--- src/rtl/rmq_pkg.sv ---
// ----------------------------------------------------------------------------
// rmq_pkg
// Shared constants and types for the rotation matrix to quaternion core.
// ----------------------------------------------------------------------------
`default_nettype none

package rmq_pkg;

  // Default number of fraction bits of every element and result.
  localparam int FRAC_BITS_DEF = 14;

  // Widths of the matrix elements and the quaternion components.
  localparam int MAT_W  = 16;
  localparam int QUAT_W = 16;

  // Sum or difference of two elements.
  localparam int DIFF_W = MAT_W + 1;

  // Quotient bits resolved by the divider; larger quotients saturate.
  localparam int QUO_BITS = QUAT_W;

  // Branch codes, also sent out as the pivot branch.
  typedef enum logic [1:0] {
    BR_TRACE = 2'd0,
    BR_M00   = 2'd1,
    BR_M11   = 2'd2,
    BR_M22   = 2'd3
  } branch_t;

  // Sideband that travels with each request down the pipeline.
  typedef struct packed {
    logic                      valid;
    branch_t                   br;
    logic                      zero;
    logic signed [DIFF_W-1:0]  n0;
    logic signed [DIFF_W-1:0]  n1;
    logic signed [DIFF_W-1:0]  n2;
  } side_t;

endpackage

`default_nettype wire

--- src/rtl/rmq_isqrt.sv ---
// ----------------------------------------------------------------------------
// rmq_isqrt
// Pipelined integer square root, one root bit per register stage.
// ----------------------------------------------------------------------------
`default_nettype none

module rmq_isqrt import rmq_pkg::*; #(
  parameter int SQ = 15
) (
  input  wire logic            clk,
  input  wire logic            rst_n,
  input  wire logic            en,
  input  wire side_t           in_side,
  input  wire logic [2*SQ-1:0] in_v,
  output side_t                out_side,
  output logic [SQ-1:0]        out_root
);

  localparam int VW = 2 * SQ;
  localparam int RW = SQ + 3;

  side_t           side_r [SQ];
  logic [RW-1:0]   rem_r  [SQ];
  logic [SQ-1:0]   root_r [SQ];
  logic [VW-1:0]   v_r    [SQ];

  side_t           s_in   [SQ];
  logic [RW-1:0]   rem_in [SQ];
  logic [SQ-1:0]   root_in[SQ];
  logic [VW-1:0]   v_in   [SQ];
  logic [RW-1:0]   cur    [SQ];
  logic [RW-1:0]   trial  [SQ];
  logic            ge     [SQ];

  // Each stage brings down two radicand bits and tries the next root bit.
  always_comb begin
    for (int k = 0; k < SQ; k++) begin
      if (k == 0) begin
        s_in[k]    = in_side;
        rem_in[k]  = '0;
        root_in[k] = '0;
        v_in[k]    = in_v;
      end else begin
        s_in[k]    = side_r[k-1];
        rem_in[k]  = rem_r[k-1];
        root_in[k] = root_r[k-1];
        v_in[k]    = v_r[k-1];
      end
      cur[k]   = {rem_in[k][RW-3:0], v_in[k][VW-1:VW-2]};
      trial[k] = RW'({root_in[k], 2'b01});
      ge[k]    = (cur[k] >= trial[k]);
    end
  end

  // Stage registers advance together when the pipeline is enabled.
  always_ff @(posedge clk) begin
    if (!rst_n) begin
      for (int k = 0; k < SQ; k++) begin
        side_r[k].valid <= 1'b0;
      end
    end else if (en) begin
      for (int k = 0; k < SQ; k++) begin
        side_r[k] <= s_in[k];
        rem_r[k]  <= ge[k] ? (cur[k] - trial[k]) : cur[k];
        root_r[k] <= {root_in[k][SQ-2:0], ge[k]};
        v_r[k]    <= {v_in[k][VW-3:0], 2'b00};
      end
    end
  end

  assign out_side = side_r[SQ-1];
  assign out_root = root_r[SQ-1];

endmodule

`default_nettype wire

--- config.mk ---
export PLATFORM = sky130hd
export DESIGN_NAME = rmq_isqrt
export DESIGN_NICKNAME = d
export VERILOG_FILES = /design/src/rtl/rmq_pkg.sv /design/src/rtl/rmq_isqrt.sv
export SDC_FILE = /design/constraint.sdc
export NUM_CORES = 1
export LEC_CHECK = 0
export BUFFER_PORTS_ARGS = -buffer_cell sky130_fd_sc_hd__buf_4
export CORE_MARGIN = 4
export CORE_UTILIZATION = 35
export CTS_BUF_LIST = sky130_fd_sc_hd__clkbuf_4 sky130_fd_sc_hd__clkbuf_8
export DETAILED_ROUTE_END_ITERATION = 10
export PLACE_DENSITY = 0.55
export SLEW_MARGIN = 20
export SYNTH_ARGS = -nofsm -noshare
export SYNTH_HDL_FRONTEND = slang
export SYNTH_SLANG_ARGS = --single-unit
--- constraint.sdc ---
create_clock -name clk -period 58.5 [get_ports clk]
set_input_delay 11.7 -clock clk [delete_from_list [all_inputs] [get_ports clk]]
set_output_delay 11.7 -clock clk [all_outputs]
set_load 0.02 [all_outputs]
Word level (Yosys, flattened, before mapping)
Memories as Yosys holds them, arrays and structs flattened.
Cells that the tools add are included.
Word-level totals
  bits in registers: 0
  bits in writable memories: 1740
  input port bits: 88
  output and inout port bits: 70
  word-level logic and storage cells: 83
  memories kept: 4
Cells by class
  $add $sub $neg: 15
  $lt $le $gt $ge: 15
  multiplexer cells: 34
  bitwise gates (word level): 15
Memories
  side_r: depth 15, bits a word 55, rd ports 15, clocked after memory_dff 0, write ports 15, line rmq_isqrt.sv:22  | side_t side_r [SQ];
  v_r: depth 15, bits a word 28, rd ports 14, clocked after memory_dff 0, write ports 15, line rmq_isqrt.sv:25  | logic [VW-1:0] v_r [SQ];
  rem_r: depth 15, bits a word 18, rd ports 14, clocked after memory_dff 0, write ports 15, line rmq_isqrt.sv:23  | logic [RW-1:0] rem_r [SQ];
  root_r: depth 15, bits a word 15, rd ports 15, clocked after memory_dff 0, write ports 15, line rmq_isqrt.sv:24  | logic [SQ-1:0] root_r [SQ];
Operator list (count)
  18-bit 2-to-1 mux: 15
  18-bit by 17-bit >= comparator with 1-bit output: 14
  18-bit by 17-bit subtractor with 18-bit output: 14
  1-bit 2-to-1 mux: 19
  1-bit OR: 15
  2-bit by 1-bit subtractor with 3-bit output, second input constant: 1
  2-bit by 1-bit >= comparator with 1-bit output, second input constant: 1

Logic depth before layout (Yosys ltp)
Gate-level depths: netlist (run 1).
  depth after elaboration: 4
  depth in mapped cells: 11
  mapped depth without buffers: 9

Worst setup path after synthesis (run 1)
Ideal clock, no wire load.
  kind: input -> register
  start: input port en
  end: memory rem_r[0][0] (netlist name), enable pin
  data arrival time: 42.354 ns
  data required time: 56.594 ns
  slack: 14.240 ns
  stages: 2
  path buffers: 1
  path through: buf_1 and2_1
RTL lines
  start: declaration: line rmq_isqrt.sv:12  | input wire logic en,
  end: declaration: line rmq_isqrt.sv:23

==> results of run 1 <==
layer usage:
metal	vias up	part of all wire	track usage
li1	11200	-	-
met1	10700	0.44	0.116
met2	458	0.46	0.145
met3	191	0.055	0.0304
met4	0	0.038	0.0503
met5	-	0	0
cell type report:
class / count / area [sq um] / area share
inverters: 164 / 616 / 0.0106
diodes: 5 / 12.5 / 0.000216
well taps: 1890 / 2360 / 0.0408
multi-input cells: 1133 / 8290 / 0.143
flip-flops and latches: 1363 / 40800 / 0.705
clock inverters: 121 / 991 / 0.0171
clock buffers: 280 / 3470 / 0.0599
repair buffers: 173 / 1320 / 0.0229
cells by family (layout without fill, tap and decap cells):
group / after synthesis / in the layout / share of synthesized area
XOR/XNOR: 136 / 136 / 0.0239
buffers and inverters: 189 / 738 / 0.0145
flip-flops: 1363 / 1363 / 0.820
multiplexers: 77 / 77 / 0.0169
AO/OA/AOI/OAI: 341 / 341 / 0.0439
adder cells (fa/ha/maj): 135 / 135 / 0.0339
AND/OR/NAND/NOR: 443 / 443 / 0.0472
other: 1 / 6 / 0.0000753
cell usage after synthesis, drive strengths merged (4+ instances only):
cell type  count
o221ai         4
o2111ai        4
nand3         28
a21o          23
nand2         75
nor4          19
o31a          10
o211ai        13
nor2         105
nand3b         9
ha           135
o31ai         13
nor2b         27
o21a          30
and3          10
mux2          58
nand4         17
or2            8
nor3          47
edfxtp      1354
mux2i         19
or3           19
a2111oi        5
a21oi        100
a211oi        11
dfxtp          9
or4           10
nand2b        28
xor2          54
o21ai         80
o22ai          4
and2          15
buf            6
o311a          4
nand4b         6
nor3b          5
clkbuf        19
o21bai         9
a211o          6
xnor2         82
inv          163
where the power goes:
part	total (mW)	internal [mW]	switching [mW]
Combinational	0.0925	0.0373	0.0551
Sequential	1.14	1.12	0.0140
Clock	0.804	0.431	0.373
Total	2.03	1.59	0.442
cell usage in the layout (no fill, tap or decap), types with 28 or more instances in the layout:
| cell type | netlist | layout |
|---|---|---|
| sky130_fd_sc_hd__xnor2_1 | 82 | 82 |
| sky130_fd_sc_hd__ha_1 | 135 | 135 |
| sky130_fd_sc_hd__clkinv_1 | 1 | 71 |
| sky130_fd_sc_hd__buf_4 | 1 | 171 |
| sky130_fd_sc_hd__clkbuf_4 | 0 | 62 |
| sky130_fd_sc_hd__mux2_2 | 58 | 58 |
| sky130_fd_sc_hd__inv_1 | 163 | 163 |
| sky130_fd_sc_hd__clkbuf_8 | 0 | 218 |
| sky130_fd_sc_hd__xor2_1 | 54 | 54 |
| sky130_fd_sc_hd__nand3_1 | 28 | 28 |
| sky130_fd_sc_hd__edfxtp_1 | 1354 | 1354 |
| sky130_fd_sc_hd__o21a_1 | 30 | 30 |
| sky130_fd_sc_hd__a21oi_1 | 100 | 100 |
| sky130_fd_sc_hd__nor3_1 | 46 | 45 |
| sky130_fd_sc_hd__o21ai_0 | 80 | 80 |
| sky130_fd_sc_hd__nor2_1 | 105 | 104 |
| sky130_fd_sc_hd__nand2_1 | 75 | 75 |
| sky130_fd_sc_hd__nand2b_1 | 28 | 28 |
per-stage QoR:
stage / hold WS [ps] / power [mW] / util
2_1_floorplan: 400 / 1.28 / -
3_3_place_gp: 401 / 1.25 / 0.378
3_5_place_dp: 405 / 1.25 / 0.378
4_1_cts: 360 / 2.08 / 0.409
5_1_grt: 376 / 2.14 / 0.409
6_report: 365 / 2.03 / 0.409
state kept, by name (all words and copies together) (netlist names):
signal  count
rem_r     208
root_r    120
v_r       210
side_r    825
worst paths after layout:
kind / startpoint / to / slack, ps / cells past startpoint
hold / removal: side_r[1][59] / side_r[1][114] / 360 / 0
setup reg to reg: root_r[1][54] / rem_r[1][77] / 55210 / 9
setup / recovery: en / side_r[0][291] / 41340 / 8
hold reg to reg: side_r[1][59] / side_r[1][114] / 360 / 0
critical path, cell delays in order:
cell and delay [ps]:
sky130_fd_sc_hd__buf_4 190, sky130_fd_sc_hd__and2_4 700, sky130_fd_sc_hd__buf_4 860, sky130_fd_sc_hd__buf_4 780, sky130_fd_sc_hd__buf_4 900, sky130_fd_sc_hd__buf_4 670, sky130_fd_sc_hd__buf_4 790, sky130_fd_sc_hd__buf_4 760
==> run summary, run 1 <==
The flow ran to the end, and the final reports show no timing, DRC or antenna violations. After routing the design area is 0.0579 sq mm. The maximum fanout along the worst path works out to 87. The tools report the required time reported for the critical path endpoint as 58,980 ps. In this run, placement finished with an instance count of 4,723.

Synthesized netlist cell count: 2,685. At the placement stage, the worst setup path has a slack of 40,330 ps. In this run, post-CTS hold repair placed 0 buffers.

The number of nets produced by synthesis was 2,908; the setup skew after layout was 63.0 ps. The peak supply drop was 0.0205 mV; the total power per unit cell area was 35.1 mW/mm^2. Transition time at the pin with the least slew margin: 1060 ps. The kind of end point of the critical path is a flip-flop. The most used flip-flop cell after synthesis is sky130_fd_sc_hd__edfxtp_1. The sum of overflow across all layers after global routing was 0; the total wire length was 69,300 um. The number of buffer cells added on primary ports works out to 157. Number of search-and-repair iterations in the first detailed-routing pass: 5. The post-route setup TNS was 0 ps; the proportion of netlist area held by the largest area contributor was 0.816. Measured along the y axis, the die boundary spans 385 um. For the worst-skew pair, the clock arrives at the later sink with an insertion delay of 910 ps.

The remaining routing DRC violations was 0. The run gives 0.0933 as the global router's overall resource usage. The post-detailed-route count of antenna-violating nets is 0, and the number of global-route vias before repair is 22,700.

The total count of hold-check failures in the final report was 0. The portion of the clock cycle consumed by the worst path in the final layout is 0.293, and the overall die area is 0.148 sq mm. Count of pins over their slew limit: 0.

Counting flops and latches in the post-synthesis netlist gives 1,363. The number of unique standard cell types used by synthesis is 73, and the number of antenna violations at the first check in global routing is 3. Placeable core area: 0.141 sq mm. STA classifies the critical path startpoint as an input port.

The number of max-cap violations was 0. CTS saw 1,363 sinks. Timing would allow up to 58.3 MHz. 158 I/O pins were placed.

The layout has 12,700 filler cells. For the maximum level of the CTS H-tree, the log shows 4. The root buffer cell chosen for the clock tree is sky130_fd_sc_hd__clkbuf_8.

The total leakage power was 20.2 nW; the mean number of vias per cell was 4.39. Buffers inserted during clock tree synthesis total 218. After floorplanning, the core was divided into 138 placement rows. Setup slack closes at 41,340 ps.

The tools report the number of gates resized after CTS as 0. The run gives 0.0534 sq mm as the post-placement cell area. The share of flip-flops with an asynchronous set or reset after synthesis is 0. Yosys attributes the largest share of cell area to sky130_fd_sc_hd__edfxtp_1 (82%), sky130_fd_sc_hd__ha_1 (3.4%), sky130_fd_sc_hd__xnor2_1 (1.4%).

The most area-hungry cell type in the Yosys netlist is sky130_fd_sc_hd__edfxtp_1. For the maximum number of pins on one net before global-route repair, the log shows 192. The fraction of final layout cells sized beyond drive strength 1 was 0.181; the data arrival at the endpoint of the critical path was 17,640 ps.

The layout overhead on the synthesized area is 16.2%, and the routability-driven placement congestion ratio is 0.820. The tools report the number of setup violations in the final report as 0. The kind of critical path was input port to flip-flop. The worst max-slew margin expressed relative to the limit was 0.295; the wire length of the first global-routing pass was 113,000 um. The path class of the tightest hold or removal check is flip-flop to flip-flop. Excluding fillers, the count of instances in the completed layout stands at 5,129.

Setup repair after global routing left no endpoint under its margin. The average footprint of a synthesized cell is 18.6 sq um, and the clock transition at the register clock pins on the worst setup and hold paths after CTS is 60 ps. After clock tree synthesis, the setup repair step added 0 buffers. The cell area that synthesis handed to floorplanning was 0.0498 sq mm.

The routed wirelength normalized by instance count works out to 13.5 um. After the first detailed-routing iteration, the DRC count stood at 1,312. In this run the horizontal extent of the chip is 385 um. The detailed router placed 22,500 vias in this run. The number of buffers between clock root and the deepest sink was 3; the number of synthesized flops with an enable pin was 1,354. The run gives 0.820 as the share of synthesized area occupied by flip-flops and latches.

The logs give 0.352 for the effective utilization at floorplan and 3,276 for the final net count. TritonCTS built the clock tree. Post-DP HPWL: 40,500 um.

The tools report the number of synthesis warnings as 0. The worst path in the final design needs a cycle of 17,160 ps, including I/O delays and setup.
No activity file was read; power rests on OpenSTA's default activity.
==> run 2: changes to the inputs <==
--- a/config.mk
+++ b/config.mk
@@ -5,6 +5,7 @@
 export SDC_FILE = /design/constraint.sdc
 export NUM_CORES = 1
 export LEC_CHECK = 0
+export ABC_AREA = 1
 export BUFFER_PORTS_ARGS = -buffer_cell sky130_fd_sc_hd__buf_4
 export CORE_MARGIN = 4
 export CORE_UTILIZATION = 35
==> constraint.sdc (replaced) <==
create_clock -name clk -period 16.3 [get_ports clk]
set_input_delay 3.26 -clock clk [delete_from_list [all_inputs] [get_ports clk]]
set_output_delay 3.26 -clock clk [all_outputs]
set_load 0.02 [all_outputs]
==> run 2 against run 1 <==
Net effect: worst setup slack lost 31000 ps; power grew to 3.6 times the previous value; non-clock buffer count decreased by 5; largest cell class unchanged.
==> run summary, run 2 <==
The flow ran to the end, and the final reports show no timing, DRC or antenna violations. The overall die height works out to 397 um (+3.1%). In this run the worst hold path is classified as flip-flop to flip-flop.

The total count of hold-check failures in the final report was 0 (unchanged); the post-placement cell area was 0.0567 sq mm (+6.1%). STA classifies the critical path endpoint as a flip-flop. The run gives 0.0530 sq mm (+6.3%) as the netlist area before placement. The hold buffer count at cts came out at 0 (unchanged).

The detailed router used layers up to and including met4. The net switching fraction of the power was 0.225 (+0.00744); the delay of the slowest cell on the worst path was 890 ps (about the same). The buffer and inverter count on the worst path works out to 5 (-2).

The tools report the total leakage power as 23.7 nW (+18%). The clock transition at the register clock pins on the worst setup and hold paths after CTS was 60 ps (about the same). The setup slack after placement was 9180 ps (-31,150 ps); the chip width was 397 um (+3.1%).

The tools report the total wire length as 87,200 um (+26%). The logs give 3,845 (+43%) for the synthesized netlist cell count and 1,695 (+29%) for the starting DRC count in detailed routing. The routability-driven placement congestion ratio was 0.809 (-1.4%); the sum of overflow across all layers after global routing was 0 (unchanged).

The peak supply drop was 0.0644 mV (+210%); the placed instance count was 6,009 (+27%). The kind of critical path is input port to flip-flop. The number of max-cap violations was 0 (unchanged); the transition time at the pin with the least slew margin was 1090 ps (+31.7 ps).

The remaining routing DRC violations is 0 (unchanged). The maximum level of the CTS H-tree was 4 (unchanged); the maximum number of pins on one net before global-route repair was 182 (-5.2%). The number of synthesized register bits was 1,363 (unchanged). The logs give 27,600 (+22%) for the number of global-route vias before repair and 55,900 um (+38%) for the post-DP HPWL. The number of primary I/O pins is 158 (unchanged). The share of flip-flops with an asynchronous set or reset after synthesis came out at 0 (unchanged).

For the number of inserted filler cells in the final layout, the log shows 13,900 (+10%). Ranked by total cell area, the synthesized netlist is headed by sky130_fd_sc_hd__edfxtp_1 (77%), sky130_fd_sc_hd__nand2_1 (6.7%), sky130_fd_sc_hd__inv_1 (3.9%). For the post-route setup TNS, the log shows 0 ps (unchanged). STA classifies the critical path startpoint as an input port.

The number of unique standard cell types used by synthesis is 49 (-33%). The top cell family by delay on the critical path was buffers and inverters. The tools report the number of nets produced by synthesis as 4,068 (+40%). Setup repair after global routing left no endpoint under its margin.

The average footprint of a synthesized cell was 13.8 sq um (-26%). Ranked by flip-flop count, first place goes to side_r. The final core area utilization is 0.407 (-0.00279).

The slowest cell on the critical path was sky130_fd_sc_hd__buf_4. Number of clock buffers inserted by TritonCTS: 222 (+1.8%). The final net count is 4,440 (+36%), and the overall die area is 0.158 sq mm (+6.2%). The worst-skew pair later-pin latency was 890 ps (-20 ps). The maximum fanout along the worst path is 152 (+75%).

The required time reported for the critical path endpoint was 16,790 ps (-42,190 ps); the length of routed met3 wiring was 3870 um (+2.3%). Routed wirelength normalized by instance count: 13.6 um (+0.47%). For the final worst-path setup slack, the log shows 10,080 ps (-31,260 ps). The proportion of netlist area held by the largest area contributor works out to 0.767 (-0.0487).

For the number of search-and-repair iterations in the first detailed-routing pass, the log shows 8 (+3). The wire length of the first global-routing pass was 140,000 um (+24%). The number of synthesized flops with an enable pin is 1,354 (unchanged), and the portion of the clock cycle consumed by the worst path in the final layout is 0.382.

Traced cell by cell, the critical path runs through buf_4, nand2_4, clkinvlp_4, buf_12, buf_12, buf_4. The run gives 0.053 (+0.007) as the share of power burned in combinational logic. The mean number of vias per cell was 4.30 (-2.2%).

The share of synthesized area occupied by flip-flops and latches came out at 0.771 (-0.0489). The worst hold margin is 386 ps (+21.2 ps). The top cell types in the final layout, fill and taps aside, are sky130_fd_sc_hd__edfxtp_1 (1,354), sky130_fd_sc_hd__nand2_1 (946), sky130_fd_sc_hd__inv_1 (547).

The CTS sink count is 1,363 (unchanged), and the placeable core area is 0.150 sq mm (+6.2%). Most area-hungry cell type in the Yosys netlist: sky130_fd_sc_hd__edfxtp_1. The global router's overall resource usage is 0.110 (+0.0167). The tools report the floorplan row count as 142 (+2.9%). The largest registers in the layout are side_r: 825 flops, v_r: 210 flops, rem_r: 208 flops. The data arrival at the endpoint of the critical path is 6710 ps (-10,930 ps), and the number of buffer cells added on primary ports is 157 (unchanged). The effective utilization at floorplan came out at 0.353 (+0.000589). Post-route total power: 7.33 mW (+260%). Timing would allow up to 161 MHz.

The run gives 0.390 (-0.005) as the part of the total power dissipated in the clock network. The switching power total is 1.65 mW (+270%), and the count of pins over their slew limit is 0 (unchanged). The post-detailed-route count of antenna-violating nets is 0 (unchanged). The number of gates resized after CTS came out at 0 (unchanged). The total power per unit cell area works out to 120 mW/mm^2 (+240%). The run gives 0.0611 sq mm (+5.4%) as the final instance area. The logs give 0 (unchanged) for the number of setup violations in the final report and 39,200 um (+27%) for the wire length on met1.

The number of synthesis warnings came out at 0 (unchanged). After layout, the minimum clock period comes to 6220 ps. Fraction of final layout cells sized beyond drive strength 1: 0.137 (-0.0437). The tools report the post-CTS setup repair buffer count as 0 (unchanged).

The number of buffers between clock root and the deepest sink was 3 (unchanged). Number of antenna violations at the first check in global routing: 2 (-1). For the worst max-slew margin expressed relative to the limit, the log shows 0.274 (-0.0212). Cell with the most instances after synthesis: sky130_fd_sc_hd__edfxtp_1. The root buffer cell was sky130_fd_sc_hd__clkbuf_8. Overall via count from detail_route: 27,600 (+23%). TritonCTS built the clock tree.

The fraction of power consumed by sequential logic came out at 0.557 (-0.002). Setup skew after layout: 47.8 ps (-15.2 ps). The flip-flop count of the largest register, all copies and words added was 825 (unchanged). For the non-filler instance count after layout, the log shows 6,427 (+25%).

The detailed route wirelength on metal2 is 41,300 um (+29%). Predominant post-synthesis flop cell: sky130_fd_sc_hd__edfxtp_1. The internal power was 5.68 mW (+260%); the layout overhead on the synthesized area was 15.2%. By count the netlist is led by sky130_fd_sc_hd__edfxtp_1 (1,354), sky130_fd_sc_hd__nand2_1 (947), sky130_fd_sc_hd__inv_1 (548), sky130_fd_sc_hd__nor2_1 (194), sky130_fd_sc_hd__nand3_1 (193). Leaving out fill and tap cells, the most frequent cell in the layout is sky130_fd_sc_hd__edfxtp_1.
run 2: cell count changes after synthesis, sizes merged, moves of 28 or more:
| cell | previous run | this run |
|---|---|---|
| nand3 | 28 | 201 |
| nand2 | 75 | 976 |
| mux2 | 58 | 0 |
| nor2 | 105 | 209 |
| xnor2 | 82 | 25 |
| nand2b | 28 | 0 |
| inv | 163 | 558 |
run 2: final cells by class:
cell class	instances	area [sq um]	share of cell area
Timing Repair Buffer	168	1340	0.0219
Inverter	558	2100	0.0345
Tap cell	2016	2520	0.0413
Antenna cell	2	5.00	0.0000820
Multi-Input combinational cell	1904	9860	0.161
Clock buffer	297	3640	0.0597
Clock inverter	119	746	0.0122
Sequential cell	1363	40800	0.669
run 2: cell families after synthesis:
kind of cell | after synthesis | synth area share
buffers and inverters | 578 | 0.0434
other | 1 | 0.0000708
adder cells (fa/ha/maj) | 135 | 0.0319
flip-flops | 1363 | 0.771
XOR/XNOR | 78 | 0.0129
AO/OA/AOI/OAI | 189 | 0.0201
AND/OR/NAND/NOR | 1501 | 0.121
run 2: metal layers:
| layer | vias to the layer above | global-route usage |
|---|---|---|
| met1 | 12900 | 0.140 |
| met2 | 487 | 0.179 |
| met4 | 0 | 0.0479 |
| met3 | 222 | 0.0273 |
| met5 | - | 0 |
| li1 | 14000 | - |
run 2: power by group through the flow:
stage	clock network (mW)	registers, mW	logic [mW]
2_1_floorplan	0	4.26	0.276
3_3_place_gp	0	4.15	0.390
3_5_place_dp	0	4.15	0.395
4_1_cts	3.01	4.08	0.397
5_1_grt	3.17	4.09	0.448
6_report	2.86	4.08	0.390
run 2: worst paths after layout:
kind	start	endpoint	slack, ps	depth (start not counted)
min	v_r[1][81]	v_r[1][111]	390	0
max	rst_n	side_r[0][179]	10080	6
min reg2reg	v_r[1][81]	v_r[1][111]	390	0
max reg2reg	root_r[1][3]	rem_r[1][28]	13570	11
